[src/hw/rtl/lpfd_pkg.sv]
// ----------------------------------------------------------------------------
// lpfd_pkg
// Shared types and constants for the length-prefixed frame deframer.
// ----------------------------------------------------------------------------
`default_nettype none

package lpfd_pkg;

   localparam int unsigned HDR_BYTES         = 20;
   localparam int unsigned HDR_CNT_W         = 5;
   localparam int unsigned LEN_W             = 25;
   localparam int unsigned HARD_MAX_BODY_DEF = 16 * 1024 * 1024;
   localparam int unsigned DEFAULT_MAX_BODY  = 1024 * 1024;

   localparam logic [31:0] FRAME_MAGIC   = 32'h4D43_4854;
   localparam logic [7:0]  FRAME_VERSION = 8'd2;
   localparam logic [15:0] HDR_LEN_FIELD = 16'(HDR_BYTES);

   typedef enum logic [1:0] {
      PH_HEADER = 2'd0,
      PH_BODY   = 2'd1,
      PH_DROP   = 2'd2
   } phase_type;

   typedef enum logic [1:0] {
      KIND_HEADER = 2'd0,
      KIND_BODY   = 2'd1,
      KIND_ERROR  = 2'd2
   } kind_type;

   typedef enum logic [1:0] {
      ERR_NONE     = 2'd0,
      ERR_PROTOCOL = 2'd1,
      ERR_VERSION  = 2'd2
   } err_type;

   typedef struct packed {
      logic             done;
      logic             fail;
      err_type          err_code;
      logic [15:0]      message_type;
      logic [7:0]       content_type;
      logic [31:0]      request_id;
      logic [LEN_W-1:0] body_length;
   } hdr_res_type;

   typedef struct packed {
      kind_type         kind;
      err_type          error_code;
      logic [15:0]      message_type;
      logic [7:0]       content_type;
      logic [31:0]      request_id;
      logic [LEN_W-1:0] body_length;
      logic [7:0]       body_byte;
      logic             last;
   } rsp_word_type;

endpackage

`default_nettype wire

[src/hw/rtl/lpfd_req_if.sv]
// ----------------------------------------------------------------------------
// lpfd_req_if
// Byte stream channel into the deframer, valid/ready.
// ----------------------------------------------------------------------------
`default_nettype none

interface lpfd_req_if;
   logic       valid;
   logic       ready;
   logic [7:0] data_byte;

   modport source (output valid, output data_byte, input ready);
   modport sink   (input valid, input data_byte, output ready);
endinterface

`default_nettype wire

[src/hw/rtl/lpfd_rsp_if.sv]
// ----------------------------------------------------------------------------
// lpfd_rsp_if
// Result channel out of the deframer, valid/ready.
// ----------------------------------------------------------------------------
`default_nettype none

interface lpfd_rsp_if;
   logic        valid;
   logic        ready;
   logic [1:0]  kind;
   logic [1:0]  error_code;
   logic [15:0] message_type;
   logic [7:0]  content_type;
   logic [31:0] request_id;
   logic [24:0] body_length;
   logic [7:0]  body_byte;
   logic        last;

   modport source (output valid, output kind, output error_code, output message_type,
                   output content_type, output request_id, output body_length,
                   output body_byte, output last, input ready);
   modport sink   (input valid, input kind, input error_code, input message_type,
                   input content_type, input request_id, input body_length,
                   input body_byte, input last, output ready);
endinterface

`default_nettype wire

[src/hw/rtl/lpfd_csr.sv]
// ----------------------------------------------------------------------------
// lpfd_csr
// Body length limit register, clamped to the hard maximum on write and reset.
// ----------------------------------------------------------------------------
`default_nettype none

module lpfd_csr #(
   parameter int unsigned HARD_MAX_BODY = lpfd_pkg::HARD_MAX_BODY_DEF
) (
   input  wire logic                       clock,
   input  wire logic                       reset,
   input  wire logic                       csr_wr_en,
   input  wire logic [lpfd_pkg::LEN_W-1:0] csr_wr_data,
   output logic      [lpfd_pkg::LEN_W-1:0] max_body_length
);
   import lpfd_pkg::*;

   localparam logic [LEN_W-1:0] HARD_MAX  = LEN_W'(HARD_MAX_BODY);
   localparam logic [LEN_W-1:0] RESET_MAX =
      (DEFAULT_MAX_BODY > HARD_MAX_BODY) ? HARD_MAX : LEN_W'(DEFAULT_MAX_BODY);

   logic [LEN_W-1:0] max_ff;
   logic [LEN_W-1:0] max_in;

   assign max_in = (csr_wr_data > HARD_MAX) ? HARD_MAX : csr_wr_data;

   always_ff @(posedge clock) begin
      if (reset) begin
         max_ff <= RESET_MAX;
      end else if (csr_wr_en) begin
         max_ff <= max_in;
      end
   end

   assign max_body_length = max_ff;

endmodule

`default_nettype wire

[src/hw/rtl/lpfd_hdr_unit.sv]
// ----------------------------------------------------------------------------
// lpfd_hdr_unit
// Collects header bytes in a shift line and checks the header when its
// final byte arrives.
// ----------------------------------------------------------------------------
`default_nettype none

module lpfd_hdr_unit (
   input  wire logic                       clock,
   input  wire logic                       reset,
   input  wire logic                       step,
   input  wire logic [7:0]                 data_byte,
   input  wire logic [lpfd_pkg::LEN_W-1:0] max_body_length,
   output lpfd_pkg::hdr_res_type           res
);
   import lpfd_pkg::*;

   localparam int unsigned SHIFT_LEN = HDR_BYTES - 1;

   logic [7:0]           hdr_ff [0:SHIFT_LEN-1];
   logic [HDR_CNT_W-1:0] count_ff;
   logic [HDR_CNT_W-1:0] count_in;
   logic                 last_byte;

   logic [31:0] magic;
   logic [15:0] hlen;
   logic [31:0] blen;
   err_type     err;

   assign last_byte = (count_ff == HDR_CNT_W'(SHIFT_LEN));
   assign count_in  = last_byte ? '0 : count_ff + HDR_CNT_W'(1);

   always_ff @(posedge clock) begin
      if (reset) begin
         count_ff <= '0;
      end else if (step) begin
         count_ff <= count_in;
      end
   end

   // byte k of the header sits in hdr_ff[k] once the first 19 have gone in
   always_ff @(posedge clock) begin
      if (step) begin
         for (int i = 0; i < SHIFT_LEN - 1; i++) begin
            hdr_ff[i] <= hdr_ff[i+1];
         end
         hdr_ff[SHIFT_LEN-1] <= data_byte;
      end
   end

   assign magic = {hdr_ff[0], hdr_ff[1], hdr_ff[2], hdr_ff[3]};
   assign hlen  = {hdr_ff[6], hdr_ff[7]};
   assign blen  = {hdr_ff[8], hdr_ff[9], hdr_ff[10], hdr_ff[11]};

   always_comb begin
      priority if (magic != FRAME_MAGIC) begin
         err = ERR_PROTOCOL;
      end else if (hdr_ff[4] != FRAME_VERSION) begin
         err = ERR_VERSION;
      end else if (hlen != HDR_LEN_FIELD) begin
         err = ERR_PROTOCOL;
      end else if (hdr_ff[5] != 8'd0) begin
         err = ERR_PROTOCOL;
      end else if (hdr_ff[15] != 8'd0) begin
         err = ERR_PROTOCOL;
      end else if (blen > 32'(max_body_length)) begin
         err = ERR_PROTOCOL;
      end else begin
         err = ERR_NONE;
      end
   end

   always_comb begin
      res.done         = step && last_byte;
      res.fail         = (err != ERR_NONE);
      res.err_code     = err;
      res.message_type = {hdr_ff[12], hdr_ff[13]};
      res.content_type = hdr_ff[14];
      res.request_id   = {hdr_ff[16], hdr_ff[17], hdr_ff[18], data_byte};
      res.body_length  = blen[LEN_W-1:0];
   end

endmodule

`default_nettype wire

[src/hw/rtl/length_prefixed_frame_deframer.sv]
// ----------------------------------------------------------------------------
// length_prefixed_frame_deframer
// Splits a byte stream into a checked 20-byte header result and body byte
// results; a failing header gives one error result, and every later byte is dropped.
// ----------------------------------------------------------------------------
// Throughput: one byte per cycle while the result channel is not stalled.
// An accepted byte goes from the input register on to the result register.
// A waiting result stalls the input stage once that stage holds a byte.
// Reset: pipeline empty, header phase, limit = min(1 MiB, HARD_MAX_BODY).
// ----------------------------------------------------------------------------
`default_nettype none

module length_prefixed_frame_deframer #(
   parameter int unsigned HARD_MAX_BODY = lpfd_pkg::HARD_MAX_BODY_DEF
) (
   input  wire logic                       clock,
   input  wire logic                       reset,
   lpfd_req_if.sink                        req,
   lpfd_rsp_if.source                      rsp,
   input  wire logic                       csr_wr_en,
   input  wire logic [lpfd_pkg::LEN_W-1:0] csr_wr_data
);
   import lpfd_pkg::*;

   logic             in_valid_ff;
   logic [7:0]       in_byte_ff;
   logic             advance;
   logic             take;

   phase_type        phase_ff;
   phase_type        phase_in;
   logic [LEN_W-1:0] rem_ff;
   logic [LEN_W-1:0] rem_in;
   logic [LEN_W-1:0] rem_dec;

   logic             rsp_valid_ff;
   rsp_word_type     rsp_ff;
   rsp_word_type     out_in;
   logic             out_load;

   logic [LEN_W-1:0] max_body_length;
   hdr_res_type      hres;

   lpfd_csr #(
      .HARD_MAX_BODY (HARD_MAX_BODY)
   ) u_csr (
      .clock           (clock),
      .reset           (reset),
      .csr_wr_en       (csr_wr_en),
      .csr_wr_data     (csr_wr_data),
      .max_body_length (max_body_length)
   );

   lpfd_hdr_unit u_hdr (
      .clock           (clock),
      .reset           (reset),
      .step            (take && (phase_ff == PH_HEADER)),
      .data_byte       (in_byte_ff),
      .max_body_length (max_body_length),
      .res             (hres)
   );

   assign advance   = !rsp_valid_ff || rsp.ready;
   assign take      = in_valid_ff && advance;
   assign req.ready = !in_valid_ff || advance;

   always_ff @(posedge clock) begin
      if (reset) begin
         in_valid_ff <= 1'b0;
      end else if (req.ready) begin
         in_valid_ff <= req.valid;
      end
   end

   always_ff @(posedge clock) begin
      if (req.valid && req.ready) begin
         in_byte_ff <= req.data_byte;
      end
   end

   assign rem_dec = (rem_ff != '0) ? rem_ff - LEN_W'(1) : rem_ff;

   always_comb begin
      phase_in = phase_ff;
      rem_in   = rem_ff;
      out_load = 1'b0;
      out_in   = '0;
      unique case (phase_ff)
         PH_HEADER: begin
            if (hres.done) begin
               out_load = 1'b1;
               if (hres.fail) begin
                  phase_in          = PH_DROP;
                  out_in.kind       = KIND_ERROR;
                  out_in.error_code = hres.err_code;
                  out_in.last       = 1'b1;
               end else begin
                  out_in.kind         = KIND_HEADER;
                  out_in.error_code   = ERR_NONE;
                  out_in.message_type = hres.message_type;
                  out_in.content_type = hres.content_type;
                  out_in.request_id   = hres.request_id;
                  out_in.body_length  = hres.body_length;
                  if (hres.body_length == '0) begin
                     out_in.last = 1'b1;
                  end else begin
                     rem_in   = hres.body_length;
                     phase_in = PH_BODY;
                  end
               end
            end
         end
         PH_BODY: begin
            if (take) begin
               out_load         = 1'b1;
               out_in.kind      = KIND_BODY;
               out_in.body_byte = in_byte_ff;
               rem_in           = rem_dec;
               if (rem_dec == '0) begin
                  out_in.last = 1'b1;
                  phase_in    = PH_HEADER;
               end
            end
         end
         default: begin
         end
      endcase
   end

   always_ff @(posedge clock) begin
      if (reset) begin
         phase_ff <= PH_HEADER;
         rem_ff   <= '0;
      end else begin
         phase_ff <= phase_in;
         rem_ff   <= rem_in;
      end
   end

   always_ff @(posedge clock) begin
      if (reset) begin
         rsp_valid_ff <= 1'b0;
      end else if (advance) begin
         rsp_valid_ff <= out_load;
      end
   end

   always_ff @(posedge clock) begin
      if (out_load) begin
         rsp_ff <= out_in;
      end
   end

   assign rsp.valid        = rsp_valid_ff;
   assign rsp.kind         = rsp_ff.kind;
   assign rsp.error_code   = rsp_ff.error_code;
   assign rsp.message_type = rsp_ff.message_type;
   assign rsp.content_type = rsp_ff.content_type;
   assign rsp.request_id   = rsp_ff.request_id;
   assign rsp.body_length  = rsp_ff.body_length;
   assign rsp.body_byte    = rsp_ff.body_byte;
   assign rsp.last         = rsp_ff.last;

   ap_drop_sticky: assert property (@(posedge clock) disable iff (reset)
      phase_ff == PH_DROP |=> phase_ff == PH_DROP)
      else $error("left drop phase");

   ap_body_count: assert property (@(posedge clock) disable iff (reset)
      phase_ff == PH_BODY |-> rem_ff != '0)
      else $error("body phase with nothing left");

   ap_error_last: assert property (@(posedge clock) disable iff (reset)
      rsp_valid_ff && rsp_ff.kind == KIND_ERROR |->
         rsp_ff.last && rsp_ff.error_code != ERR_NONE)
      else $error("error result without last or code");

   ap_error_drops: assert property (@(posedge clock) disable iff (reset)
      out_load && out_in.kind == KIND_ERROR |=> phase_ff == PH_DROP)
      else $error("error result did not enter drop phase");

endmodule

`default_nettype wire

[src/flat_wrapper.sv]
// flat-port wrapper written by rule: the top's interface ports become plain ports
module length_prefixed_frame_deframer_flat import lpfd_pkg::*;
#(
   parameter int unsigned HARD_MAX_BODY = lpfd_pkg::HARD_MAX_BODY_DEF
)
  (clock, reset, csr_wr_en, csr_wr_data, req_valid, req_data_byte, req_ready, rsp_valid, rsp_kind, rsp_error_code, rsp_message_type, rsp_content_type, rsp_request_id, rsp_body_length, rsp_body_byte, rsp_last, rsp_ready);
  lpfd_req_if req_i ();
  lpfd_rsp_if rsp_i ();
  input  wire logic clock;
  input  wire logic reset;
  input  wire logic csr_wr_en;
  input  wire logic [lpfd_pkg::LEN_W-1:0] csr_wr_data;
  input wire logic [$bits(req_i.valid)-1:0] req_valid;
  input wire logic [$bits(req_i.data_byte)-1:0] req_data_byte;
  output wire logic [$bits(req_i.ready)-1:0] req_ready;
  output wire logic [$bits(rsp_i.valid)-1:0] rsp_valid;
  output wire logic [$bits(rsp_i.kind)-1:0] rsp_kind;
  output wire logic [$bits(rsp_i.error_code)-1:0] rsp_error_code;
  output wire logic [$bits(rsp_i.message_type)-1:0] rsp_message_type;
  output wire logic [$bits(rsp_i.content_type)-1:0] rsp_content_type;
  output wire logic [$bits(rsp_i.request_id)-1:0] rsp_request_id;
  output wire logic [$bits(rsp_i.body_length)-1:0] rsp_body_length;
  output wire logic [$bits(rsp_i.body_byte)-1:0] rsp_body_byte;
  output wire logic [$bits(rsp_i.last)-1:0] rsp_last;
  input wire logic [$bits(rsp_i.ready)-1:0] rsp_ready;
  assign req_i.valid = req_valid;
  assign req_i.data_byte = req_data_byte;
  assign req_ready = req_i.ready;
  assign rsp_valid = rsp_i.valid;
  assign rsp_kind = rsp_i.kind;
  assign rsp_error_code = rsp_i.error_code;
  assign rsp_message_type = rsp_i.message_type;
  assign rsp_content_type = rsp_i.content_type;
  assign rsp_request_id = rsp_i.request_id;
  assign rsp_body_length = rsp_i.body_length;
  assign rsp_body_byte = rsp_i.body_byte;
  assign rsp_last = rsp_i.last;
  assign rsp_i.ready = rsp_ready;
  length_prefixed_frame_deframer #(.HARD_MAX_BODY(HARD_MAX_BODY)) u_core (.clock(clock), .reset(reset), .req(req_i), .rsp(rsp_i), .csr_wr_en(csr_wr_en), .csr_wr_data(csr_wr_data));
endmodule
[config.mk]
export PLATFORM = sky130hd
export DESIGN_NAME = length_prefixed_frame_deframer_flat
export DESIGN_NICKNAME = d
export VERILOG_FILES = /design/src/hw/rtl/lpfd_pkg.sv /design/src/hw/rtl/lpfd_req_if.sv /design/src/hw/rtl/lpfd_rsp_if.sv /design/src/hw/rtl/lpfd_csr.sv /design/src/hw/rtl/lpfd_hdr_unit.sv /design/src/hw/rtl/length_prefixed_frame_deframer.sv /design/src/flat_wrapper.sv
export SDC_FILE = /design/constraint.sdc
export NUM_CORES = 1
export LEC_CHECK = 0
export CAP_MARGIN = 10
export CORE_MARGIN = 4
export CORE_UTILIZATION = 48
export DETAILED_ROUTE_END_ITERATION = 16
export DONT_BUFFER_PORTS = 1
export GPL_TIMING_DRIVEN = 0
export REMOVE_ABC_BUFFERS = 1
export SLEW_MARGIN = 20
export SYNTH_ARGS = -nofsm -noshare
export SYNTH_HDL_FRONTEND = slang
export SYNTH_HIERARCHICAL = 1
export SYNTH_SLANG_ARGS = --single-unit
[constraint.sdc]
create_clock -name clock -period 10.61 [get_ports clock]
set_input_delay 0.5305 -clock clock [delete_from_list [all_inputs] [get_ports clock]]
set_output_delay 0.5305 -clock clock [all_outputs]
set_load 0.01 [all_outputs]
* Word level (Yosys, flattened, before mapping) *
Memory sizes are Yosys's and may differ from the RTL's.
Index checks and enable logic that the tools add are counted.

storage, ports and cells
  register bits = 161
  RAM bits = 152
  input port bits = 38
  output and inout port bits = 96
  memories = 1

cells by class
  add/subtract/negate cells = 2
  order comparisons = 2
  equality and inequality tests = 11
  muxes and demuxes = 36
  bitwise logic cells = 2
  reduce and logical (&&, ||, !) cells = 21

memory list
  name                 depth  width  rd ports  clocked after Yosys merged registers in  write ports  line                 text
  u_core.u_hdr.hdr_ff  19     8      19        0                                        19           lpfd_hdr_unit.sv:20  logic [7:0] hdr_ff [0:SHIFT_LEN-1];

operators by type and width
  cell                                                 count
  two-way mux 25 bit                                   6
  two-way mux 85 bit                                   1
  two-way mux 81 bit                                   1
  zero test 25 bit                                     2
  one-hot mux 25 bit (2 select lines)                  1
  > comparator 32 x 25 -> 1 bit                        1
  != test 32 x 31 -> 1 bit (second input constant)     1
  > comparator 25 bit (second input constant)          1
  nonzero test 25 bit                                  1
  subtractor 25 x 1 -> 25 bit (second input constant)  1
  != test 16 x 5 -> 1 bit (second input constant)      1
  nonzero test 8 bit                                   2
  two-way mux 1 bit                                    14
  two-way mux 2 bit                                    7
  AND reduction 5 bit                                  2
  != test 8 x 2 -> 1 bit (second input constant)       1
  one-hot mux 2 bit (2 select lines)                   2
  != test 2 x 1 -> 1 bit (second input constant)       3
  adder 5 x 1 -> 5 bit (second input constant)         1
  == test 5 bit (second input constant)                1
  two-way mux 5 bit                                    1
  logical AND 1 bit                                    4
  two-way mux 4 bit                                    1
  != test 2 bit (second input constant)                2
  other kinds (11)                                     16

* Longest topological paths before layout *
Gate-level depths: netlist (run 1).
An unclocked memory read counts as a cell.

  depth in word-level cells = 12
  mapped depth = 13
  mapped depth without buffers = 12

* Cells and area by module *
The synthesis (run 1) kept the hierarchy.

by module, submodules not included
  module                          instances  cells each  area an instance (sq um)  seq. area each (sq um)
  lpfd_hdr_unit                   1          330         5896.9                    4664.5
  length_prefixed_frame_deframer  1          523         5863.1                    3643.5
  lpfd_csr                        1          111         994.7                     500.5

* Worst setup path before layout (run 1) *
Ideal clock, no wire load.

  kind = in2reg
  start point = input rsp_ready
  end point = register u_core.rsp_ff (netlist bit u_core/rsp.body_byte[0]) (enable)
  setup time = 0.448 ns
  arrival time = 7.333 ns
  setup slack = 2.830 ns
  cell stages on the path = 7
  path through = nand2b_1 and3_1 nand2_1 nor4b_1 and2_1 nor2_1 inv_1

RTL lines
  what                  line                                   text
  from (decl)           flat_wrapper.sv:25                     input wire logic [$bits(rsp_i.ready)-1:0] rsp_ready;
  to (signal assigned)  length_prefixed_frame_deframer.sv:150  rsp_ff <= out_in;
  to (decl)             length_prefixed_frame_deframer.sv:37   rsp_word_type rsp_ff;

==> run_summary.xml, run 1 <==
<?xml version="1.0" encoding="UTF-8"?>
<metrics>
  <group name="global_routing">
    <metric name="grt.overflow.total" unit="">0</metric>
    <metric name="grtUsageTotal" unit="%">17.4</metric>
    <metric name="number_of_global_route_vias_before_repair" unit="">7153</metric>
    <metric name="grt_pass1_wl" unit="mm">39.9</metric>
    <metric name="grt_max_degree" unit="">79</metric>
    <metric name="number_of_antenna_violations_at_the_first_check_in_global_routing" unit="">0</metric>
  </group>
  <group name="drt">
    <metric name="routed-wl-met3" unit="mm">1.73</metric>
    <metric name="avgViaCountPerCell" unit="">5.59</metric>
    <metric name="highest-signal-layer" unit="">met4</metric>
    <metric name="drt_drc_violations_left" unit="">0</metric>
    <metric name="detail_route.wirelength.met1" unit="mm">10.9</metric>
    <metric name="initial_drt_markers" unit="">490</metric>
    <metric name="detailroute.wirelength.met2" unit="mm">12.7</metric>
    <metric name="dr_total_vias" unit="">7211</metric>
    <metric name="detail_route.wl_per_cell" unit="um">20.0</metric>
    <metric name="detail_route.wirelength" unit="mm">25.8</metric>
    <metric name="postRouteAntennaNets" unit="">0</metric>
    <metric name="firstDrtPassIters" unit="">5</metric>
  </group>
  <group name="critical_path">
    <metric name="kind_of_capture_point_of_the_worst_setup_path" unit="">flip-flop</metric>
    <metric name="crit_slowest_cell" unit="">sky130_fd_sc_hd__a21oi_4</metric>
    <metric name="timing_worst_setup_path_type" unit="">flip-flop to flip-flop</metric>
    <metric name="max_stage_delay" unit="ns">0.63</metric>
    <metric name="cp_cell_sequence" unit="">ha_1 &gt; nor2b_1 &gt; o211ai_1 &gt; a2111oi_0 &gt; o31ai_1 &gt; nand4_1 &gt; o21bai_1 &gt; a21oi_4 &gt; o21ai_0 &gt; a221oi_1</metric>
    <metric name="worstPathRequired" unit="ns">11.07</metric>
    <metric name="critPathArrivalTime" unit="ns">4.40</metric>
    <metric name="worst_setup_path_start_kind" unit="">flip-flop</metric>
    <metric name="crit_path_max_fanout" unit="">29</metric>
  </group>
  <group name="cts">
    <metric name="cts.hold.buffers_added" unit="">0</metric>
    <metric name="tritoncts" unit="">built</metric>
    <metric name="clock_latency" unit="ns">0.56</metric>
    <metric name="clkTransAtPathRegs" unit="ns">0.06</metric>
    <metric name="clock_tree.root_cell" unit="">sky130_fd_sc_hd__clkbuf_16</metric>
    <metric name="cts_max_level" unit="">1</metric>
    <metric name="buffer_depth_of_the_longest_clock_path" unit="">3</metric>
    <metric name="cts_post_setup_buffers_inserted" unit="">0</metric>
    <metric name="tritoncts.num_buffers" unit="">31</metric>
    <metric name="post_cts_resized" unit="">0</metric>
    <metric name="cts_num_sinks" unit="">313</metric>
  </group>
  <group name="synth">
    <metric name="synth.cell_area" unit="mm2">0.0128</metric>
    <metric name="synth_warnings" unit="">6</metric>
    <metric name="syn_inst" unit="">964</metric>
    <metric name="number_of_flops_mapped_to_enable_cells_by_yosys" unit="">254</metric>
    <metric name="postSynthRegisterBits" unit="">313</metric>
    <metric name="yosysSeqAreaShare" unit="%">69.1</metric>
    <metric name="syn_area_per_cell" unit="um2">13.2</metric>
    <metric name="synth_cell_types" unit="">65</metric>
    <metric name="async_reset_ff_share" unit="%">0</metric>
    <metric name="postSynth.topFlopCell" unit="">sky130_fd_sc_hd__edfxtp_1</metric>
  </group>
  <group name="timing">
    <metric name="clock-skew-final" unit="ns">0.0112</metric>
    <metric name="setup_violations" unit="">0</metric>
    <metric name="timing_worst_slew_pin_value" unit="ns">1.08</metric>
    <metric name="max_slew_margin" unit="%">27.2</metric>
    <metric name="hold_viol_final" unit="">0</metric>
    <metric name="max_slew_violation_total_from_the_final_report" unit="">0</metric>
    <metric name="rsz0062_at_grt" unit="">false</metric>
    <metric name="fin_worst_hold_slack" unit="ns">0.0600</metric>
    <metric name="clock_period_minus_final_worst_setup_slack" unit="ns">3.94</metric>
    <metric name="fmax" unit="MHz">254</metric>
    <metric name="layout_worst_path_cycle_share" unit="%">37.2</metric>
    <metric name="setup_ws_post_layout" unit="ns">6.67</metric>
  </group>
  <group name="final_layout">
    <metric name="n_fill_cell" unit="">2209</metric>
    <metric name="antennaDiodeCount" unit="">0</metric>
    <metric name="final_cell_mix" unit="">sky130_fd_sc_hd__edfxtp_1, sky130_fd_sc_hd__and2_1, sky130_fd_sc_hd__nor2_1</metric>
    <metric name="drive_gt1_share" unit="%">8.06</metric>
    <metric name="layout.cells.most_common" unit="">sky130_fd_sc_hd__edfxtp_1</metric>
    <metric name="num-nets-final" unit="">995</metric>
    <metric name="areaGrowthSynthToFinish" unit="%">9.41</metric>
  </group>
  <group name="power">
    <metric name="irDropWorstVdd" unit="V">0.000136</metric>
    <metric name="powerDensity" unit="mW/mm2">173</metric>
    <metric name="seq_pwr_share" unit="%">55.2</metric>
    <metric name="power.share.switching" unit="%">19.1</metric>
    <metric name="share_of_power_burned_in_combinational_logic" unit="%">1.5</metric>
    <metric name="intPower" unit="W">0.00195</metric>
    <metric name="p_total" unit="W">0.00241</metric>
    <metric name="share_clk_of_total_power" unit="%">43.3</metric>
    <metric name="leakage" unit="nW">4.95</metric>
    <metric name="switchingPower" unit="W">0.000460</metric>
  </group>
  <group name="floorplan">
    <metric name="floorplan.initialDensity" unit="%">48.8</metric>
    <metric name="core" unit="mm2">0.0261</metric>
    <metric name="ios" unit="">134</metric>
    <metric name="placementRows" unit="">59</metric>
    <metric name="die_x" unit="um">171</metric>
    <metric name="floorplan.die.height" unit="um">171</metric>
    <metric name="dieArea" unit="mm2">0.0292</metric>
  </group>
  <group name="job">
    <metric name="max_cap_viol_count" unit="">0</metric>
  </group>
  <group name="place">
    <metric name="worst_slack_at_placement" unit="ns">6.71</metric>
    <metric name="buffer_ports.inserted" unit="">0</metric>
    <metric name="globalplace.congestion" unit="">0.895</metric>
    <metric name="place_hpwl" unit="mm">17.4</metric>
  </group>
  <group name="hold_path">
    <metric name="hp-class" unit="">primary input to flip-flop</metric>
  </group>
  <group name="outcome">
    <metric name="status" unit="">finished, final reports clean</metric>
  </group>
</metrics>
[cells in the mapped netlist, types with 3 or more instances]
library cell	n	area, um2
sky130_fd_sc_hd__nand3b_1	4	30.0
sky130_fd_sc_hd__inv_1	53	199
sky130_fd_sc_hd__xor2_1	4	35.0
sky130_fd_sc_hd__xnor2_1	4	35.0
sky130_fd_sc_hd__o21ai_0	25	125
sky130_fd_sc_hd__and2_1	93	582
sky130_fd_sc_hd__o2111ai_1	4	35.0
sky130_fd_sc_hd__edfxtp_1	254	7630
sky130_fd_sc_hd__nor4b_1	4	35.0
sky130_fd_sc_hd__ha_1	27	338
sky130_fd_sc_hd__nor4_1	22	138
sky130_fd_sc_hd__nor2_1	65	244
sky130_fd_sc_hd__clkbuf_1	34	128
sky130_fd_sc_hd__nor3_1	12	60.1
sky130_fd_sc_hd__or4_1	3	22.5
sky130_fd_sc_hd__dfxtp_1	59	1180
sky130_fd_sc_hd__nand2_1	63	236
sky130_fd_sc_hd__buf_6	3	33.8
sky130_fd_sc_hd__a21o_1	4	30.0
sky130_fd_sc_hd__o32ai_1	20	175
sky130_fd_sc_hd__o211ai_1	4	30.0
sky130_fd_sc_hd__a21oi_1	42	210
sky130_fd_sc_hd__buf_2	5	25.0
sky130_fd_sc_hd__or4_4	3	33.8
sky130_fd_sc_hd__mux2i_1	4	40.0
sky130_fd_sc_hd__nand2b_1	6	37.5
sky130_fd_sc_hd__o31ai_1	7	52.6
sky130_fd_sc_hd__o22ai_1	3	18.8
sky130_fd_sc_hd__a2111oi_0	4	35.0
sky130_fd_sc_hd__nand4_1	16	100
sky130_fd_sc_hd__a22oi_1	8	60.1
sky130_fd_sc_hd__nor2b_1	8	50.1
sky130_fd_sc_hd__and3_1	5	31.3
sky130_fd_sc_hd__a31oi_1	6	37.5
sky130_fd_sc_hd__a211oi_1	4	30.0
sky130_fd_sc_hd__buf_4	34	255
sky130_fd_sc_hd__nor4bb_1	3	30.0
sky130_fd_sc_hd__nand3_1	10	50.1
sky130_fd_sc_hd__or2_2	5	31.3
[per-stage QoR]
stage / utilization, % / area (um2) / instances / setup TNS [ns]
after global routing: 53.4 / 14000 / 1290 / 0
after global placement: 48.7 / 12700 / 1223 / -104.38
after detailed placement: 49.6 / 13000 / 1232 / 0
after CTS: 53.4 / 14000 / 1290 / 0
final: 53.4 / 14000 / 1290 / 0
after floorplan: - / 12300 / 888 / 0
[state kept, by name, summed over array words and instances (netlist names), 2 cells and up]
register	count
u_core/rsp.kind	2
u_core/u_hdr/hdr_ff	152
u_core/in_byte_ff	8
u_core/rsp.content_type	8
u_core/rsp.request_id	32
u_core/rsp.error_code	2
u_core/rsp.body_length	25
u_core/rem_ff	25
u_core/u_hdr/count_ff	5
u_core/u_csr/max_body_length	25
u_core/phase_ff	2
u_core/rsp.message_type	16
u_core/rsp.body_byte	8
[final cells by class]
cell class | count | area [um2] | share of cell area, %
sequential | 313 | 8810 | 63.1
tap | 335 | 419 | 3.00
inverter | 53 | 204 | 1.46
multi-input combinational | 522 | 3340 | 23.9
timing repair buffer | 9 | 196 | 1.41
clock buffer | 50 | 911 | 6.53
clock inverter | 8 | 76.3 | 0.547
[layer usage]
layer,up-vias,track usage [%]
met2,201,29.2
li1,3454,-
met1,3522,22.8
met3,34,4.48
met4,0,4.17
met5,-,0
[worst paths after layout]
path | startpoint | endpoint | slack, ns | cells past startpoint
max reg2reg | u_core/u_hdr/hdr_ff[11][1] | u_core/rem_ff[1] | 6.67 | 10
min reg2reg | u_core/u_hdr/hdr_ff[17][4] | u_core/u_hdr/hdr_ff[16][4] | 0.44 | 0
min | reset | u_core/rem_ff[15] | 0.06 | 1
max | u_core/u_hdr/hdr_ff[11][1] | u_core/rem_ff[1] | 6.67 | 10
[power by group through the flow]
stage | clock, W | combinational, W | sequential, W
6_report | 0.00104 | 0.0000356 | 0.00133
5_1_grt | 0.00113 | 0.0000403 | 0.00133
4_1_cts | 0.00107 | 0.0000365 | 0.00133
3_5_place_dp | 0 | 0.0000364 | 0.00136
3_3_place_gp | 0 | 0.0000317 | 0.00136
2_1_floorplan | 0 | 0.0000247 | 0.00136
[critical path, delay by kind of cell (launching register included)]
| kind | cells | cell delay [ns] |
|---|---|---|
| fa+ha+maj | 1 | 0.36 |
| compound gates | 7 | 2.41 |
| simple gates | 2 | 0.51 |
| flops | 1 | 0.56 |
[cells by family after synthesis]
group / count (synthesis) / share of synthesized area [%]
AO/OA/AOI/OAI: 149 / 8.01
XOR/XNOR: 8 / 0.549
adder cells (fa/ha/maj): 27 / 2.65
buffers and inverters: 129 / 5.02
flip-flops: 313 / 69.1
multiplexers: 4 / 0.314
AND/OR/NAND/NOR: 334 / 14.4
(Power assumes the default switching activity.)
==> run 2: changes to the inputs <==
--- a/config.mk
+++ b/config.mk
@@ -5,12 +5,14 @@
 export SDC_FILE = /design/constraint.sdc
 export NUM_CORES = 1
 export LEC_CHECK = 0
+export ABC_AREA = 1
 export CAP_MARGIN = 10
 export CORE_MARGIN = 4
 export CORE_UTILIZATION = 48
 export DETAILED_ROUTE_END_ITERATION = 16
 export DONT_BUFFER_PORTS = 1
 export GPL_TIMING_DRIVEN = 0
+export PLACE_DENSITY = 0.65
 export REMOVE_ABC_BUFFERS = 1
 export SLEW_MARGIN = 20
 export SYNTH_ARGS = -nofsm -noshare
==> constraint.sdc (replaced) <==
create_clock -name clock -period 3.5 [get_ports clock]
set_input_delay 0.175 -clock clock [delete_from_list [all_inputs] [get_ports clock]]
set_output_delay 0.175 -clock clock [all_outputs]
set_load 0.01 [all_outputs]
==> run 2 against run 1 <==
  * Critical path depth rose by 2
  * Register-to-register slack worse by 6.2 ns
  * Core utilization rose by 2.8 points
  * Die area up 2.9%
  * Sequential share of layout area down 4.9 points
  * Design area grew 8.5%
  * Flip-flop and latch count stayed put
  * First-iteration DRC count rose by 25%
  * Fmax up 29%
  * Total power grew to 3.4 times the previous value
  * Synthesized area increased by 3.0%
  * Largest power group unchanged
==> run_summary.xml, run 2 <==
<?xml version="1.0" encoding="UTF-8"?>
<metrics>
  <group name="synth">
    <metric name="postSynthRegisterBits" unit="">313</metric>
    <metric name="synth_area_leaders" unit="">sky130_fd_sc_hd__edfxtp_1, sky130_fd_sc_hd__dfxtp_1, sky130_fd_sc_hd__nor2_1, sky130_fd_sc_hd__inv_1, sky130_fd_sc_hd__nand2_1</metric>
    <metric name="number_of_flops_mapped_to_enable_cells_by_yosys" unit="">254</metric>
    <metric name="synth_cell_types" unit="">37</metric>
    <metric name="syn_inst" unit="">1201</metric>
    <metric name="async_reset_ff_share" unit="%">0</metric>
    <metric name="yosysTopAreaCell" unit="">sky130_fd_sc_hd__edfxtp_1</metric>
    <metric name="synth_warnings" unit="">6</metric>
    <metric name="yosysSeqAreaShare" unit="%">67.1</metric>
    <metric name="synth_largest_type_area_fraction" unit="%">58.1</metric>
    <metric name="post-synth-top-count-cell" unit="">sky130_fd_sc_hd__edfxtp_1</metric>
    <metric name="syn_area_per_cell" unit="um2">10.9</metric>
    <metric name="yosys-top-cells-count" unit="">sky130_fd_sc_hd__edfxtp_1, sky130_fd_sc_hd__nor2_1, sky130_fd_sc_hd__inv_1</metric>
    <metric name="synth.cell_area" unit="mm2">0.0131</metric>
    <metric name="postSynth.topFlopCell" unit="">sky130_fd_sc_hd__edfxtp_1</metric>
  </group>
  <group name="place">
    <metric name="place_hpwl" unit="mm">18.2</metric>
    <metric name="globalplace.congestion" unit="">0.888</metric>
    <metric name="placed_cells_incl_taps" unit="">1499</metric>
    <metric name="buffer_ports.inserted" unit="">0</metric>
  </group>
  <group name="cts">
    <metric name="tritoncts.num_buffers" unit="">34</metric>
    <metric name="clock_latency" unit="ns">0.50</metric>
    <metric name="cts_num_sinks" unit="">313</metric>
    <metric name="clock_tree.root_cell" unit="">sky130_fd_sc_hd__clkbuf_16</metric>
    <metric name="buffer_depth_of_the_longest_clock_path" unit="">3</metric>
    <metric name="cts_max_level" unit="">2</metric>
    <metric name="clkTransAtPathRegs" unit="ns">0.06</metric>
    <metric name="tritoncts" unit="">built</metric>
  </group>
  <group name="final_layout">
    <metric name="n_fill_cell" unit="">2206</metric>
    <metric name="drive_gt1_share" unit="%">9.58</metric>
    <metric name="areaGrowthSynthToFinish" unit="%">15.2</metric>
    <metric name="layout.cells.most_common" unit="">sky130_fd_sc_hd__edfxtp_1</metric>
    <metric name="final_cell_mix" unit="">sky130_fd_sc_hd__edfxtp_1, sky130_fd_sc_hd__nor2_1, sky130_fd_sc_hd__inv_1</metric>
    <metric name="max_flop_register" unit="">u_core/u_hdr/hdr_ff</metric>
    <metric name="num-nets-final" unit="">1312</metric>
    <metric name="antennaDiodeCount" unit="">0</metric>
    <metric name="largest_register_ffs" unit="">152</metric>
    <metric name="final_cell_count_no_fill" unit="">1614</metric>
  </group>
  <group name="power">
    <metric name="switchingPower" unit="W">0.00160</metric>
    <metric name="powerDensity" unit="mW/mm2">542</metric>
    <metric name="leakage" unit="nW">5.83</metric>
    <metric name="seq_pwr_share" unit="%">50.8</metric>
    <metric name="share_clk_of_total_power" unit="%">45.9</metric>
    <metric name="intPower" unit="W">0.00659</metric>
    <metric name="irDropWorstVdd" unit="V">0.000374</metric>
    <metric name="share_of_power_burned_in_combinational_logic" unit="%">3.3</metric>
    <metric name="p_total" unit="W">0.00820</metric>
    <metric name="power.share.switching" unit="%">19.6</metric>
  </group>
  <group name="outcome">
    <metric name="status" unit="">finished, final reports clean</metric>
  </group>
  <group name="timing">
    <metric name="fmax" unit="MHz">327</metric>
    <metric name="rsz0062_at_grt" unit="">false</metric>
    <metric name="max_slew_margin" unit="%">33.9</metric>
    <metric name="timing_worst_slew_pin_value" unit="ns">0.988</metric>
    <metric name="layout_worst_path_cycle_share" unit="%">87.5</metric>
    <metric name="setup_violations" unit="">0</metric>
    <metric name="clock-skew-final" unit="ns">0.0142</metric>
    <metric name="clock_period_minus_final_worst_setup_slack" unit="ns">3.06</metric>
    <metric name="hold_viol_final" unit="">0</metric>
    <metric name="max_slew_violation_total_from_the_final_report" unit="">0</metric>
  </group>
  <group name="drt">
    <metric name="drt_drc_violations_left" unit="">0</metric>
    <metric name="dr_total_vias" unit="">8238</metric>
    <metric name="postRouteAntennaNets" unit="">0</metric>
    <metric name="avgViaCountPerCell" unit="">5.10</metric>
    <metric name="detail_route.wl_per_cell" unit="um">17.1</metric>
    <metric name="initial_drt_markers" unit="">611</metric>
    <metric name="firstDrtPassIters" unit="">6</metric>
    <metric name="detail_route.wirelength" unit="mm">27.6</metric>
  </group>
  <group name="global_routing">
    <metric name="grt_max_degree" unit="">58</metric>
    <metric name="number_of_global_route_vias_before_repair" unit="">8171</metric>
    <metric name="grt.overflow.total" unit="">0</metric>
    <metric name="number_of_antenna_violations_at_the_first_check_in_global_routing" unit="">0</metric>
    <metric name="grt_pass1_wl" unit="mm">43.4</metric>
    <metric name="grtUsageTotal" unit="%">18.1</metric>
  </group>
  <group name="critical_path">
    <metric name="critPathArrivalTime" unit="ns">3.49</metric>
    <metric name="worst_setup_path_start_kind" unit="">flip-flop</metric>
    <metric name="worstPathRequired" unit="ns">3.92</metric>
    <metric name="crit_path_max_fanout" unit="">41</metric>
    <metric name="cp_cell_sequence" unit="">inv_1 &gt; nor2_4 &gt; inv_4 &gt; nor2_2 &gt; nor2_1 &gt; inv_6 &gt; nand3_4 &gt; inv_4 &gt; o21ai_0 &gt; a21oi_1 &gt; a21oi_1 &gt; nor2_1</metric>
    <metric name="kind_of_capture_point_of_the_worst_setup_path" unit="">flip-flop</metric>
    <metric name="timing_worst_setup_path_type" unit="">flip-flop to flip-flop</metric>
    <metric name="max_stage_delay" unit="ns">0.43</metric>
    <metric name="crit_slowest_cell" unit="">sky130_fd_sc_hd__dfxtp_1</metric>
  </group>
  <group name="hold_path">
    <metric name="hp-class" unit="">primary input to flip-flop</metric>
  </group>
  <group name="floorplan">
    <metric name="core" unit="mm2">0.0270</metric>
    <metric name="die_x" unit="um">173</metric>
    <metric name="floorplan.die.height" unit="um">173</metric>
    <metric name="dieArea" unit="mm2">0.0301</metric>
    <metric name="ios" unit="">134</metric>
    <metric name="floorplan.initialDensity" unit="%">48.7</metric>
    <metric name="placementRows" unit="">60</metric>
  </group>
  <group name="job">
    <metric name="max_cap_viol_count" unit="">0</metric>
  </group>
</metrics>
## run 2: cell types whose count changed after synthesis, sizes merged, moves of 21 or more
cell,previous run,this run
nand3,10,35
and2,93,1
nand2,63,174
o21ai,25,55
inv,53,185
nor2,65,212
o32ai,21,0
## run 2: area by class of cell
cell class / count / area, um2 / share of cell area (%)
clock inverter: 17 / 240 / 1.59
inverter: 187 / 712 / 4.70
tap: 341 / 427 / 2.82
sequential: 313 / 8810 / 58.2
multi-input combinational: 639 / 3260 / 21.5
clock buffer: 45 / 956 / 6.32
timing repair buffer: 72 / 733 / 4.84
## run 2: power groups by stage
stage / sequential, W / clock, W / combinational [W]
2_1_floorplan: 0.00425 / 0 / 0.000147
5_1_grt: 0.00418 / 0.00401 / 0.000307
6_report: 0.00417 / 0.00376 / 0.000271
4_1_cts: 0.00417 / 0.00385 / 0.000269
3_5_place_dp: 0.00425 / 0 / 0.000206
3_3_place_gp: 0.00428 / 0 / 0.000181
## run 2: path summary, 6_finish.rpt
path | slack (ns) | cells after the start | to | start
worst max-delay path | 0.44 | 12 | u_core/rem_ff[23] | u_core/phase_ff[0]
worst min-delay path | 0.02 | 2 | u_core/u_csr/max_body_length[9] | csr_wr_en
worst max register to register | 0.44 | 12 | u_core/rem_ff[23] | u_core/phase_ff[0]
worst min register to register | 0.44 | 0 | u_core/u_hdr/hdr_ff[6][2] | u_core/u_hdr/hdr_ff[7][2]
## run 2: timing repair
item                                    in CTS  in global routing
endpoints found under the setup margin      15                 15
pin swaps                                    1                  1
gates resized for setup                      1                  5
hold buffers                                51                  0
gates cloned                                 0                  1
hold endpoints to repair                    53                  0
buffers inserted                             1                  0
## run 2: metrics by stage
stage               hold WS [ns]  worst slack, ns  cell area, um2  util, %  setup TNS [ns]
finish                    0.0200            0.438           15100     56.2               0
detailed placement         0.257           -0.287           13400     49.7           -2.46
global route              0.0294            0.147           15100     56.2               0
global placement           0.255           -17.18           13200     48.9        -5343.12
CTS                     0.000102           0.0401           15100     56.1               0
floorplan                  0.244           -11.17           12700        -        -3456.54
## run 2: cell families after synthesis
group	Yosys count	share of synthesized area [%]
xor+xnor	13	0.867
fa+ha+maj	27	2.57
buf+inv	250	8.36
flops	313	67.1
compound gates	137	6.03
simple gates	461	15.1
## run 2: worst max-delay path, delay by kind of cell (launching register included)
kind / cells / cell delay (ns)
buf+inv: 4 / 1.00
compound gates: 3 / 0.31
flops: 1 / 0.43
simple gates: 5 / 1.20
## run 2: layer usage
layer | routed length [um] | track usage [%] | up-vias
li1 | - | - | 4058
met4 | 511 | 4.26 | 0
met1 | 11900 | 23.6 | 3922
met3 | 2040 | 5.67 | 40
met2 | 13100 | 30.0 | 218
met5 | 0 | 0 | -
